## config.mk

```make
export PLATFORM = sky130hd
export DESIGN_NAME = lifo_pending_job_list_top_flat
export DESIGN_NICKNAME = d
export VERILOG_FILES = /design/src/rtl/lpjl_pkg.sv /design/src/rtl/lpjl_if.sv /design/src/rtl/lpjl_cell.sv /design/src/rtl/lifo_pending_job_list_top.sv /design/src/flat_wrapper.sv
export SDC_FILE = /design/constraint.sdc
export NUM_CORES = 1
export LEC_CHECK = 0
export ABC_AREA = 1
export BUFFER_PORTS_ARGS = -buffer_cell sky130_fd_sc_hd__buf_4
export CORE_MARGIN = 3
export CORE_UTILIZATION = 50
export DETAILED_ROUTE_END_ITERATION = 10
export PLACE_DENSITY = 0.66
export SYNTH_ARGS = -nofsm -noshare
export SYNTH_HDL_FRONTEND = slang
export SYNTH_HIERARCHICAL = 1
export SYNTH_SLANG_ARGS = --single-unit
```

## constraint.sdc

```tcl
create_clock -name clk -period 7.4 [get_ports clk]
set_input_delay 0.37 -clock clk [delete_from_list [all_inputs] [get_ports clk]]
set_output_delay 0.37 -clock clk [all_outputs]
set_load 0.01 [all_outputs]
```

## src/rtl/lpjl_pkg.sv

```systemverilog
// Package: pool size, action codes and the types shared by the pending job list.
`default_nettype none

package lpjl_pkg;

  localparam int NUM_JOBS = 16;
  localparam int JOB_W    = 4;
  localparam int ACT_W    = 3;

  localparam logic [ACT_W-1:0] ACT_SET     = 3'd0;
  localparam logic [ACT_W-1:0] ACT_UNSET   = 3'd1;
  localparam logic [ACT_W-1:0] ACT_EXECUTE = 3'd2;
  localparam logic [ACT_W-1:0] ACT_PEEK    = 3'd3;
  localparam logic [ACT_W-1:0] ACT_QUERY   = 3'd4;

  typedef enum logic [1:0] {
    CELL_HOLD = 2'd0,
    CELL_PUSH = 2'd1,
    CELL_PULL = 2'd2
  } cell_op_t;

  typedef struct packed {
    cell_op_t         op;
    logic [JOB_W-1:0] job;
  } cell_cmd_t;

  typedef struct packed {
    logic             valid;
    logic [JOB_W-1:0] job;
  } entry_t;

endpackage

`default_nettype wire

```

## src/rtl/lpjl_if.sv

```systemverilog
// Interfaces: request and result channels of the pending job list.
`default_nettype none

interface lpjl_in_if;
  import lpjl_pkg::*;
  logic             valid;
  logic             ready;
  logic [ACT_W-1:0] action;
  logic [JOB_W-1:0] job_id;

  modport source (output valid, action, job_id, input ready);
  modport sink   (input valid, action, job_id, output ready);
endinterface

interface lpjl_out_if;
  import lpjl_pkg::*;
  logic             valid;
  logic             ready;
  logic [JOB_W-1:0] top_job;
  logic             top_valid;
  logic             job_pending;
  logic             any_pending;
  logic             empty_error;

  modport source (output valid, top_job, top_valid, job_pending, any_pending, empty_error,
                  input ready);
  modport sink   (input valid, top_job, top_valid, job_pending, any_pending, empty_error,
                  output ready);
endinterface

`default_nettype wire

```

## src/rtl/lpjl_cell.sv

```systemverilog
// One stack slot: holds an entry, pushes from above or pulls from below.
`default_nettype none

module lpjl_cell (
  input  logic               clk,
  input  logic               rst_n,
  input  lpjl_pkg::cell_cmd_t cmd,
  input  lpjl_pkg::entry_t   upper,
  input  lpjl_pkg::entry_t   lower,
  input  logic               hit_in,
  output logic               hit_out,
  output logic               own_hit,
  output lpjl_pkg::entry_t   entry
);
  import lpjl_pkg::*;

  entry_t entry_r;
  entry_t entry_nxt;

  assign own_hit = entry_r.valid && (entry_r.job == cmd.job);
  assign hit_out = hit_in || own_hit;
  assign entry   = entry_r;

  // push: slots above the removed copy move down one; pull: slots from the hit move up
  always_comb begin
    entry_nxt = entry_r;
    unique case (cmd.op)
      CELL_HOLD: entry_nxt = entry_r;
      CELL_PUSH: if (!hit_in) begin
        entry_nxt = upper;
      end
      CELL_PULL: if (hit_in || own_hit) begin
        entry_nxt = lower;
      end
      default:   entry_nxt = entry_r;
    endcase
  end

  // only the occupancy bit is reset; the job number is don't-care while empty
  always_ff @(posedge clk) begin
    if (!rst_n) begin
      entry_r.valid <= 1'b0;
    end else begin
      entry_r.valid <= entry_nxt.valid;
    end
    entry_r.job <= entry_nxt.job;
  end

endmodule

`default_nettype wire

```

## src/rtl/lifo_pending_job_list_top.sv

```systemverilog
// Top level: LIFO list of pending jobs built as a row of stack cells.
//
// Usage:
//   in_ch  (sink)  : one request per transfer, action plus job_id.
//                    set, unset, execute (pop top), peek, query.
//   out_ch (source): exactly one result per request, in request order.
//   The row of cells holds the stack, top in cell 0. A request is applied to
//   every cell in the cycle it is accepted: compares against the job number
//   ripple down the row, and each cell either keeps its entry, takes the one
//   above (push) or the one below (removal / pop).
// Output: the result is registered and appears in the cycle after the transfer.
// Throughput: one request per cycle while out_ch takes each result; the compare
//   and shift over all cells are combinational.
// Stall: the output register holds a waiting result; a new request is taken
//   in the cycle the result is taken (in_ch.ready = !out valid || out ready).
// Reset: synchronous, active low; empties the stack and drops any result.
//   Pending marks follow from presence in the stack, so they clear too.
`default_nettype none

module lifo_pending_job_list_top (
  input  logic clk,
  input  logic rst_n,
  lpjl_in_if.sink    in_ch,
  lpjl_out_if.source out_ch
);
  import lpjl_pkg::*;

  logic                in_fire;
  logic                in_pool;
  cell_cmd_t           cmd;
  logic                pop_start;
  entry_t              ent     [NUM_JOBS];
  logic [NUM_JOBS:0]   hit;
  logic [NUM_JOBS-1:0] match;
  logic [NUM_JOBS-1:0] valid_vec;
  logic                pending_before;
  logic                empty;
  logic                is_set;
  logic                is_unset;
  logic                is_exec;
  logic                is_peek;

  // result register
  logic             out_valid_r;
  logic [JOB_W-1:0] top_job_r,     top_job_nxt;
  logic             top_valid_r,   top_valid_nxt;
  logic             job_pending_r, job_pending_nxt;
  logic             any_pending_r, any_pending_nxt;
  logic             empty_error_r, empty_error_nxt;

  assign in_ch.ready = !out_valid_r || out_ch.ready;
  assign in_fire     = in_ch.valid && in_ch.ready;
  assign in_pool     = int'(in_ch.job_id) < NUM_JOBS;

  assign is_set   = in_ch.action == ACT_SET;
  assign is_unset = in_ch.action == ACT_UNSET;
  assign is_exec  = in_ch.action == ACT_EXECUTE;
  assign is_peek  = in_ch.action == ACT_PEEK;

  assign empty          = !ent[0].valid;
  assign pending_before = |match;

  // pop is a removal whose hit starts at the top cell
  assign pop_start = in_fire && is_exec;
  assign hit[0]    = pop_start;

  always_comb begin
    cmd.job = in_ch.job_id;
    cmd.op  = CELL_HOLD;
    if (in_fire) begin
      priority if (is_set && in_pool) begin
        cmd.op = CELL_PUSH;
      end else if (is_unset && in_pool && pending_before) begin
        cmd.op = CELL_PULL;
      end else if (is_exec && !empty) begin
        cmd.op = CELL_PULL;
      end else begin
        cmd.op = CELL_HOLD;
      end
    end
  end

  // row of cells, top of stack in cell 0
  for (genvar i = 0; i < NUM_JOBS; i++) begin : g_cell
    entry_t upper;
    entry_t lower;
    if (i == 0) begin : g_top
      assign upper = '{valid: 1'b1, job: in_ch.job_id};
    end else begin : g_mid_up
      assign upper = ent[i-1];
    end
    if (i == NUM_JOBS - 1) begin : g_bottom
      assign lower = '{valid: 1'b0, job: '0};
    end else begin : g_mid_low
      assign lower = ent[i+1];
    end

    lpjl_cell u_cell (
      .clk     (clk),
      .rst_n   (rst_n),
      .cmd     (cmd),
      .upper   (upper),
      .lower   (lower),
      .hit_in  (hit[i]),
      .hit_out (hit[i+1]),
      .own_hit (match[i]),
      .entry   (ent[i])
    );

    assign valid_vec[i] = ent[i].valid;
  end

  // result for the request, from the state before it is applied
  always_comb begin
    top_job_nxt     = '0;
    top_valid_nxt   = 1'b0;
    empty_error_nxt = is_exec && empty;
    if ((is_exec || is_peek) && !empty) begin
      top_job_nxt   = ent[0].job;
      top_valid_nxt = 1'b1;
    end

    priority if (!in_pool) begin
      job_pending_nxt = 1'b0;
    end else if (is_set) begin
      job_pending_nxt = 1'b1;
    end else if (is_unset) begin
      job_pending_nxt = 1'b0;
    end else if (is_exec) begin
      // still pending only if a copy sits below the popped top
      job_pending_nxt = |match[NUM_JOBS-1:1];
    end else begin
      job_pending_nxt = pending_before;
    end

    priority if (is_set && in_pool) begin
      any_pending_nxt = 1'b1;
    end else if (is_unset && in_pool && pending_before) begin
      any_pending_nxt = ent[1].valid;
    end else if (is_exec) begin
      any_pending_nxt = ent[1].valid;
    end else begin
      any_pending_nxt = ent[0].valid;
    end
  end

  always_ff @(posedge clk) begin
    if (!rst_n) begin
      out_valid_r <= 1'b0;
    end else if (in_ch.ready) begin
      out_valid_r <= in_fire;
    end
  end

  always_ff @(posedge clk) begin
    if (in_fire) begin
      top_job_r     <= top_job_nxt;
      top_valid_r   <= top_valid_nxt;
      job_pending_r <= job_pending_nxt;
      any_pending_r <= any_pending_nxt;
      empty_error_r <= empty_error_nxt;
    end
  end

  assign out_ch.valid       = out_valid_r;
  assign out_ch.top_job     = top_job_r;
  assign out_ch.top_valid   = top_valid_r;
  assign out_ch.job_pending = job_pending_r;
  assign out_ch.any_pending = any_pending_r;
  assign out_ch.empty_error = empty_error_r;

  // occupied cells always form an unbroken run from the top
  a_stack_packed: assert property (@(posedge clk) disable iff (!rst_n)
    ((valid_vec + NUM_JOBS'(1)) & valid_vec) == '0)
    else $error("stack cells not contiguous");

  // a set job lands on top of the stack
  a_set_on_top: assert property (@(posedge clk) disable iff (!rst_n)
    (in_fire && is_set && in_pool) |=>
      (ent[0].valid && ent[0].job == $past(in_ch.job_id)))
    else $error("set job not on top");

  // a pop on an empty list never reports a job
  a_err_no_job: assert property (@(posedge clk) disable iff (!rst_n)
    out_ch.valid |-> !(out_ch.empty_error && out_ch.top_valid))
    else $error("empty error with valid top");

endmodule

`default_nettype wire

```

## src/flat_wrapper.sv

```systemverilog
// flat-port wrapper written by rule: the top's interface ports become plain ports
module lifo_pending_job_list_top_flat import lpjl_pkg::*;
  (clk, rst_n, in_ch_valid, in_ch_action, in_ch_job_id, in_ch_ready, out_ch_valid, out_ch_top_job, out_ch_top_valid, out_ch_job_pending, out_ch_any_pending, out_ch_empty_error, out_ch_ready);
  lpjl_in_if in_ch_i ();
  lpjl_out_if out_ch_i ();
  input  logic clk;
  input  logic rst_n;
  input wire logic [$bits(in_ch_i.valid)-1:0] in_ch_valid;
  input wire logic [$bits(in_ch_i.action)-1:0] in_ch_action;
  input wire logic [$bits(in_ch_i.job_id)-1:0] in_ch_job_id;
  output wire logic [$bits(in_ch_i.ready)-1:0] in_ch_ready;
  output wire logic [$bits(out_ch_i.valid)-1:0] out_ch_valid;
  output wire logic [$bits(out_ch_i.top_job)-1:0] out_ch_top_job;
  output wire logic [$bits(out_ch_i.top_valid)-1:0] out_ch_top_valid;
  output wire logic [$bits(out_ch_i.job_pending)-1:0] out_ch_job_pending;
  output wire logic [$bits(out_ch_i.any_pending)-1:0] out_ch_any_pending;
  output wire logic [$bits(out_ch_i.empty_error)-1:0] out_ch_empty_error;
  input wire logic [$bits(out_ch_i.ready)-1:0] out_ch_ready;
  assign in_ch_i.valid = in_ch_valid;
  assign in_ch_i.action = in_ch_action;
  assign in_ch_i.job_id = in_ch_job_id;
  assign in_ch_ready = in_ch_i.ready;
  assign out_ch_valid = out_ch_i.valid;
  assign out_ch_top_job = out_ch_i.top_job;
  assign out_ch_top_valid = out_ch_i.top_valid;
  assign out_ch_job_pending = out_ch_i.job_pending;
  assign out_ch_any_pending = out_ch_i.any_pending;
  assign out_ch_empty_error = out_ch_i.empty_error;
  assign out_ch_i.ready = out_ch_ready;
  lifo_pending_job_list_top u_core (.clk(clk), .rst_n(rst_n), .in_ch(in_ch_i), .out_ch(out_ch_i));
endmodule
```

# Word-level counts from Yosys, hierarchy flattened
# Cells that the tools add are included.
[classes]
n_eq_ne = 23
muxes = 42
n_reduce_logical = 48
[op_table]
columns = ["cell", "count"]
rows = [
  ["one-hot mux 5 bit (2 select lines)", 16],
  ["2-to-1 mux 5 bit", 17],
  ["equality test 4 bit", 16],
  ["logical AND 1 bit", 22],
  ["logical OR 1 bit", 18],
  ["OR reduction 16 bit", 1],
  ["OR reduction 15 bit", 1],
  ["2-to-1 mux 2 bit", 4],
  ["equality test 3 x 2 -> 1 bit (second input constant)", 2],
  ["2-to-1 mux 1 bit", 5],
  ["!= test 2 bit (second input constant)", 2],
  ["AND reduction 2 bit", 2],
  ["equality test 3 x 1 -> 1 bit (second input constant)", 1],
  ["logical NOT 3 bit", 1],
  ["equality test 2 x 1 -> 1 bit (second input constant)", 1],
  ["equality test 2 bit (second input constant)", 1],
  ["logical NOT 1 bit", 2],
  ["nonzero test 2 bit", 1],
]
[totals]
register_bits = 89
input_bits = 11
output_inout_bits = 10
wordCells = 151

# Logic depth before layout (Yosys ltp)
[depth]
depth_word = 22
mapped_depth = 40
ltp_nobuf = 40

# Modules after synthesis
# The synthesis kept the hierarchy.
[modules_own_cells]
columns = ["mod", "n_inst", "cells_each", "area_per_inst_um2", "seq_area_each_um2"]
rows = [
  ["lpjl_cell", 16, 52, 360.3, 140.1],
  ["lifo_pending_job_list_top", 1, 68, 510.5, 260.2],
]

# Worst setup path after synthesis
# No wires, ideal clock.
[synth_path]
kind = "input-to-reg"
start = "input port out_ch_ready"
end = "register u_core.g_cell[0].u_cell.entry_r (netlist bit u_core/g_cell[0].u_cell/entry[0]), enable pin"
setup_time_ns = 0.327
arrival_time_ns = 5.571
required_time_ns = 7.073
slack_ns = 1.502
cell_stages = 6
path_buffers = 0
cell_sequence = "inv_1 -> nand2_1 -> nand2_1 -> nor2_1 -> nand3_1 -> nand2_1"
[synth_lines]
columns = ["element", "line", "rtl"]
rows = [
  ["start, declared", "flat_wrapper.sv:18", "input wire logic [$bits(out_ch_i.ready)-1:0] out_ch_ready;"],
  ["end, declared", "lpjl_cell.sv:17", "entry_t entry_r;"],
]

# Worst setup path in the final report
[layout_path]
start = "register u_core.g_cell[0].u_cell.entry_r (netlist bit u_core/g_cell[0].u_cell/entry[1])"
end = "register u_core.g_cell[15].u_cell.entry_r (netlist bit u_core/g_cell[15].u_cell/entry[1]), enable pin"
[layout_between]
elab_chain_len = 20
elab_cells_between_ends = 28
classes_between = "4 x eq/ne; 3 x mux; 21 x reduce/logical"
[layout_rtl]
columns = ["element", "line", "rtl"]
rows = [
  ["equality test 4 bit", "lpjl_cell.sv:20", "assign own_hit = entry_r.valid && (entry_r.job == cmd.job);"],
  ["logical AND 1 bit", "lpjl_cell.sv:20", ""],
  ["logical OR 1 bit", "lpjl_cell.sv:21", "assign hit_out = hit_in || own_hit;"],
  ["via u_core.hit[1]", "lifo_pending_job_list_top.sv:33", "logic [NUM_JOBS:0] hit;"],
  ["logical OR 1 bit", "lpjl_cell.sv:21", ""],
  ["via u_core.hit[2]", "lifo_pending_job_list_top.sv:33", ""],
  ["logical OR 1 bit", "lpjl_cell.sv:21", ""],
  ["via u_core.hit[3]", "lifo_pending_job_list_top.sv:33", ""],
  ["(+1 left out)", "-", ""],
  ["via u_core.hit[4]", "lifo_pending_job_list_top.sv:33", ""],
  ["(+1 left out)", "-", ""],
  ["via u_core.hit[5]", "lifo_pending_job_list_top.sv:33", ""],
  ["(+1 left out)", "-", ""],
  ["via u_core.hit[6]", "lifo_pending_job_list_top.sv:33", ""],
  ["(+1 left out)", "-", ""],
  ["via u_core.hit[7]", "lifo_pending_job_list_top.sv:33", ""],
  ["(+1 left out)", "-", ""],
  ["via u_core.hit[8]", "lifo_pending_job_list_top.sv:33", ""],
  ["(+1 left out)", "-", ""],
  ["via u_core.hit[9]", "lifo_pending_job_list_top.sv:33", ""],
  ["(+1 left out)", "-", ""],
  ["via u_core.hit[10]", "lifo_pending_job_list_top.sv:33", ""],
  ["(+1 left out)", "-", ""],
  ["via u_core.hit[11]", "lifo_pending_job_list_top.sv:33", ""],
  ["(+1 left out)", "-", ""],
  ["via u_core.hit[12]", "lifo_pending_job_list_top.sv:33", ""],
  ["(+1 left out)", "-", ""],
  ["via u_core.hit[13]", "lifo_pending_job_list_top.sv:33", ""],
  ["logical OR 1 bit", "lpjl_cell.sv:21", ""],
  ["via u_core.hit[14]", "lifo_pending_job_list_top.sv:33", ""],
  ["logical OR 1 bit", "lpjl_cell.sv:21", ""],
  ["via u_core.hit[15]", "lifo_pending_job_list_top.sv:33", ""],
  ["logical OR 1 bit", "lpjl_cell.sv:32", "CELL_PULL: if (hit_in || own_hit) begin"],
  ["!= test 2 bit (no source line)", "-", ""],
  ["AND reduction 2 bit (no source line)", "-", ""],
  ["end, declared", "lpjl_cell.sv:17", ""],
]
# The timed path passes the listed nets, and every way through them passes these cells.
# A chain may end at the register's enable or synchronous reset.

==> metrics.md <==
| Metric | Value |
|---|---|
| Power density normalized to cell area | between 150 and 200 nW/um^2 |
| Routed Antenna Nets | 0 |
| Reported max-cap violation count | 0 |
| Layout cell share with drive strength beyond 1 | between 10% and 20% |
| # rows | 40 |
| Cell repeated most along the worst path | sky130_fd_sc_hd__inv_1 |
| Die X-Extent | approximately 120 um |
| Worst-path cell with the longest stage delay | sky130_fd_sc_hd__edfxtp_1 |
| Post-synthesis cell area | 6280 um^2 |
| Average footprint of a synthesized cell | approximately 7 um^2 |
| Initial antenna violation count | 0 |
| Worst hold path cell count | 4 |
| Unrepaired setup endpoints after global routing | false |
| Type of element launching the critical path | flip-flop |
| Total of flip-flops plus latches after synthesis | 89 |
| Least setup slack across all paths after layout | about 3.7 ns |
| Commonest non-fill, non-tap cell in the layout | sky130_fd_sc_hd__nand2_1 |
| Worst-margin pin slew | just over 1 ns |
| Count of final max-slew check failures | 0 |
| Setup tns final | 0 ns |
| Critical hold path startpoint | out_ch_ready |
| Period Utilization, post-route | between 50 and 60% |
| TritonCTS clock tree | built |
| Setup clock skew after layout | ~0.0073 ns |
| Biggest cell delay along the critical path | between 0.4 and 0.5 ns |
| Clock transition time at the flip-flop clock pins of the worst setup and hold paths | approximately 0.060 ns |
| Worst Setup End Kind | flip-flop |
| Destination of the worst hold path | u_core/out_ch.valid$_SDFFE_PN0N_ |
| Final Net Count | 948 |
| Total track usage | about a fifth |
| Syn Inst Count | 900 |
| Number of warnings issued by yosys | 6 |
| Area grow syn2layout | 11.0% |
| Remaining DRCs | 0 |
| Gpl congestion | 0.857 |
| Required time at the endpoint of the critical path | 7.45 ns |
| Maximum number of pins on one net before global-route repair | 34 |
| Buffer levels on the longest clock path | 2 |
| Die outline area | around 14,000 um^2 |
| Number of failing setup endpoints in the final timing report | 0 |
| DP Area | 6680 um^2 |
| Total vias in the final route | about 5,200 |
| H-tree level count | 3 |
| Minimum setup slack among reg-to-reg paths | approximately 3.7 ns |
| Vias in the first global route | a little under 5,000 |
| Post-detailed-routing wire length | approximately 14,000 um |
| Count of cells resized by post-cts repair | 0 |
| Final core area utilization | 57.3% |
| Post-layout instance area | 6970 um^2 |
| CTS Sinks | just under 90 |
| Fmax achieved | approximately 270 MHz |
| Shortest period the worst path allows | approximately 3.7 ns |
| Initial core utilization | between 50% and 60% |
| Total of hold buffers inserted after clock tree synthesis | 0 |
| Fill cells | ~1,200 |
| Clk_lat worst skew | roughly 0.35 ns |
| Worst voltage drop across the vdd grid | 88.8 uV |
| Outcome | completed |
| Worst R2R Start | u_core/g_cell[0].u_cell/entry[1]$_DFFE_PP_ |
| Highest fanout seen on the critical path | 4 |
| FF-to-FF path depth | 37 |
| Clk Tree Root Cell | sky130_fd_sc_hd__clkbuf_16 |
| Wire length of the first global-routing pass | ~24,000 um |
| Netlist cell types | 18 |
| Max-slew headroom at the worst pin | between 30% and 40% |
| Worst Hold Class | in2reg |
| Top-Level Pins | 21 |
| Count of final hold-check violations | 0 |
| Iteration-0 DRC count of the detailed router | ~400 |
| Clock buffers created by TritonCTS | 9 |
| Post-DP HPWL | around 10,000 um |
| Commonest cells after routing, fill and taps aside | 413 x sky130_fd_sc_hd__nand2_1, 139 x sky130_fd_sc_hd__inv_1, 72 x sky130_fd_sc_hd__edfxtp_1 |
| End of the worst register-to-register path | u_core/g_cell[15].u_cell/entry[1]$_DFFE_PP_ |
| Initial DRT Pass Iterations | 5 |
| DR WL/cell | approximately 13 um |
| Overall Power | between 1 and 1.5 mW |
| Type of the setup path with the least slack | reg2reg |
| Count of input and output buffers | 20 |
| Chip Height | 118 um |
| Via/cell ratio | roughly 4.7 |
| Leak pwr | about 3.7 nW |
| Post-CTS setup repair buffer count | 0 |
| Total congestion overflow | 0 |
| Core area | 12,200 um^2 |
| Endpoint arrival time on the critical path | approximately 3.8 ns |
| Number of antenna repair diodes | 0 |
| Sequential share of the synthesized area | around two fifths |
| Placement-stage worst setup slack | 3.49 ns |
-- metrics by stage --
step | cells | hold slack (ns)
3_3_place_gp | 1094 | 0.512
2_1_floorplan | 904 | 0.491
4_1_cts | 1110 | 0.314
6_report | 1110 | 0.326
3_5_place_dp | 1094 | 0.517
5_1_grt | 1110 | 0.348
-- worst max path at each step --
| stage | start | to | slack [ns] |
|---|---|---|---|
| CTS | u_core/out_ch.valid$_SDFFE_PN0N_ | u_core/g_cell[15].u_cell/entry[1]$_DFFE_PP_ | 3.70 |
| global route | u_core/g_cell[0].u_cell/entry[0]$_DFFE_PP_ | u_core/g_cell[15].u_cell/entry[1]$_DFFE_PP_ | 3.30 |
| global placement | in_ch_job_id[0] | u_core/g_cell[15].u_cell/entry[0]$_DFFE_PP_ | 3.56 |
| finish | u_core/g_cell[0].u_cell/entry[1]$_DFFE_PP_ | u_core/g_cell[15].u_cell/entry[1]$_DFFE_PP_ | 3.68 |
| floorplan | out_ch_ready | u_core/g_cell[0].u_cell/entry[0]$_DFFE_PP_ | 1.50 |
| detailed placement | in_ch_job_id[0] | u_core/g_cell[15].u_cell/entry[1]$_DFFE_PP_ | 3.49 |
-- kinds of logic (layout without fill, tap and decap cells) --
logic type / after synthesis / after routing / share of synthesized area [%]
and+or+nand+nor: 601 / 601 / 45.9
buffers and inverters: 173 / 211 / 10.3
DFF: 89 / 89 / 39.9
AOI/OAI and AO/OA: 19 / 19 / 1.55
xor gates and xnor gates: 16 / 16 / 2.23
other: 2 / 6 / 0.120
-- report_power, final --
group | total [mW] | switching (mW) | internal, mW
sequential | 0.564 | 0.0127 | 0.551
combinational | 0.109 | 0.0709 | 0.0382
clock | 0.453 | 0.194 | 0.259
total | 1.13 | 0.278 | 0.849
-- flip-flops by register name, summed over array words and instances (netlist names) --
register                    count
u_core/out_ch.empty_error       1
u_core/out_ch.valid             1
u_core/g_cell.u_cell/entry     80
u_core/out_ch.top_valid         1
u_core/out_ch.any_pending       1
u_core/out_ch.job_pending       1
u_core/out_ch.top_job           4
-- cell usage after synthesis --
cell	number	share of area (%)
sky130_fd_sc_hd__inv_1	139	8.3
sky130_fd_sc_hd__nor2_8	16	5.1
sky130_fd_sc_hd__nor2_1	67	4.0
sky130_fd_sc_hd__conb_1	2	0.12
sky130_fd_sc_hd__nand4_1	1	0.10
sky130_fd_sc_hd__nand2_1	413	25
sky130_fd_sc_hd__a21oi_1	17	1.4
sky130_fd_sc_hd__edfxtp_1	72	34
sky130_fd_sc_hd__nand2_2	32	3.2
sky130_fd_sc_hd__xnor2_1	16	2.2
sky130_fd_sc_hd__a21boi_1	1	0.12
sky130_fd_sc_hd__nor2_2	16	1.6
sky130_fd_sc_hd__dfxtp_1	17	5.4
sky130_fd_sc_hd__nand3_1	22	1.8
sky130_fd_sc_hd__nand3_2	33	5.3
sky130_fd_sc_hd__nor3_2	1	0.16
sky130_fd_sc_hd__o21ai_1	1	0.080
sky130_fd_sc_hd__inv_2	34	2.0
-- routing by layer --
| metal | wire length (um) | vias to the layer above | global-route usage (%) |
|---|---|---|---|
| li1 | - | 2781 | - |
| met2 | 6550 | 69 | 33.3 |
| met3 | 366 | 17 | 2.74 |
| met1 | 6820 | 2364 | 29.8 |
| met5 | 0 | - | 0 |
| met4 | 261 | 0 | 8.94 |
-- critical path: cells and delay by family, from the launching register on --
| kind | cells | cell delay (ns) |
|---|---|---|
| flip-flops | 1 | 0.48 |
| AND/OR/NAND/NOR | 21 | 1.60 |
| buffers and inverters | 16 | 1.35 |
-- layout make-up --
class	instances	area (um^2)	area share, %
clock buffer	10	229	3.29
clock inverter	6	58.8	0.844
inverter	173	649	9.32
multi-input combinational	642	3150	45.2
sequential	89	2500	35.9
tap	168	210	3.02
timing repair buffer	22	165	2.37
Note: power is estimated with default switching activity, not from simulation.
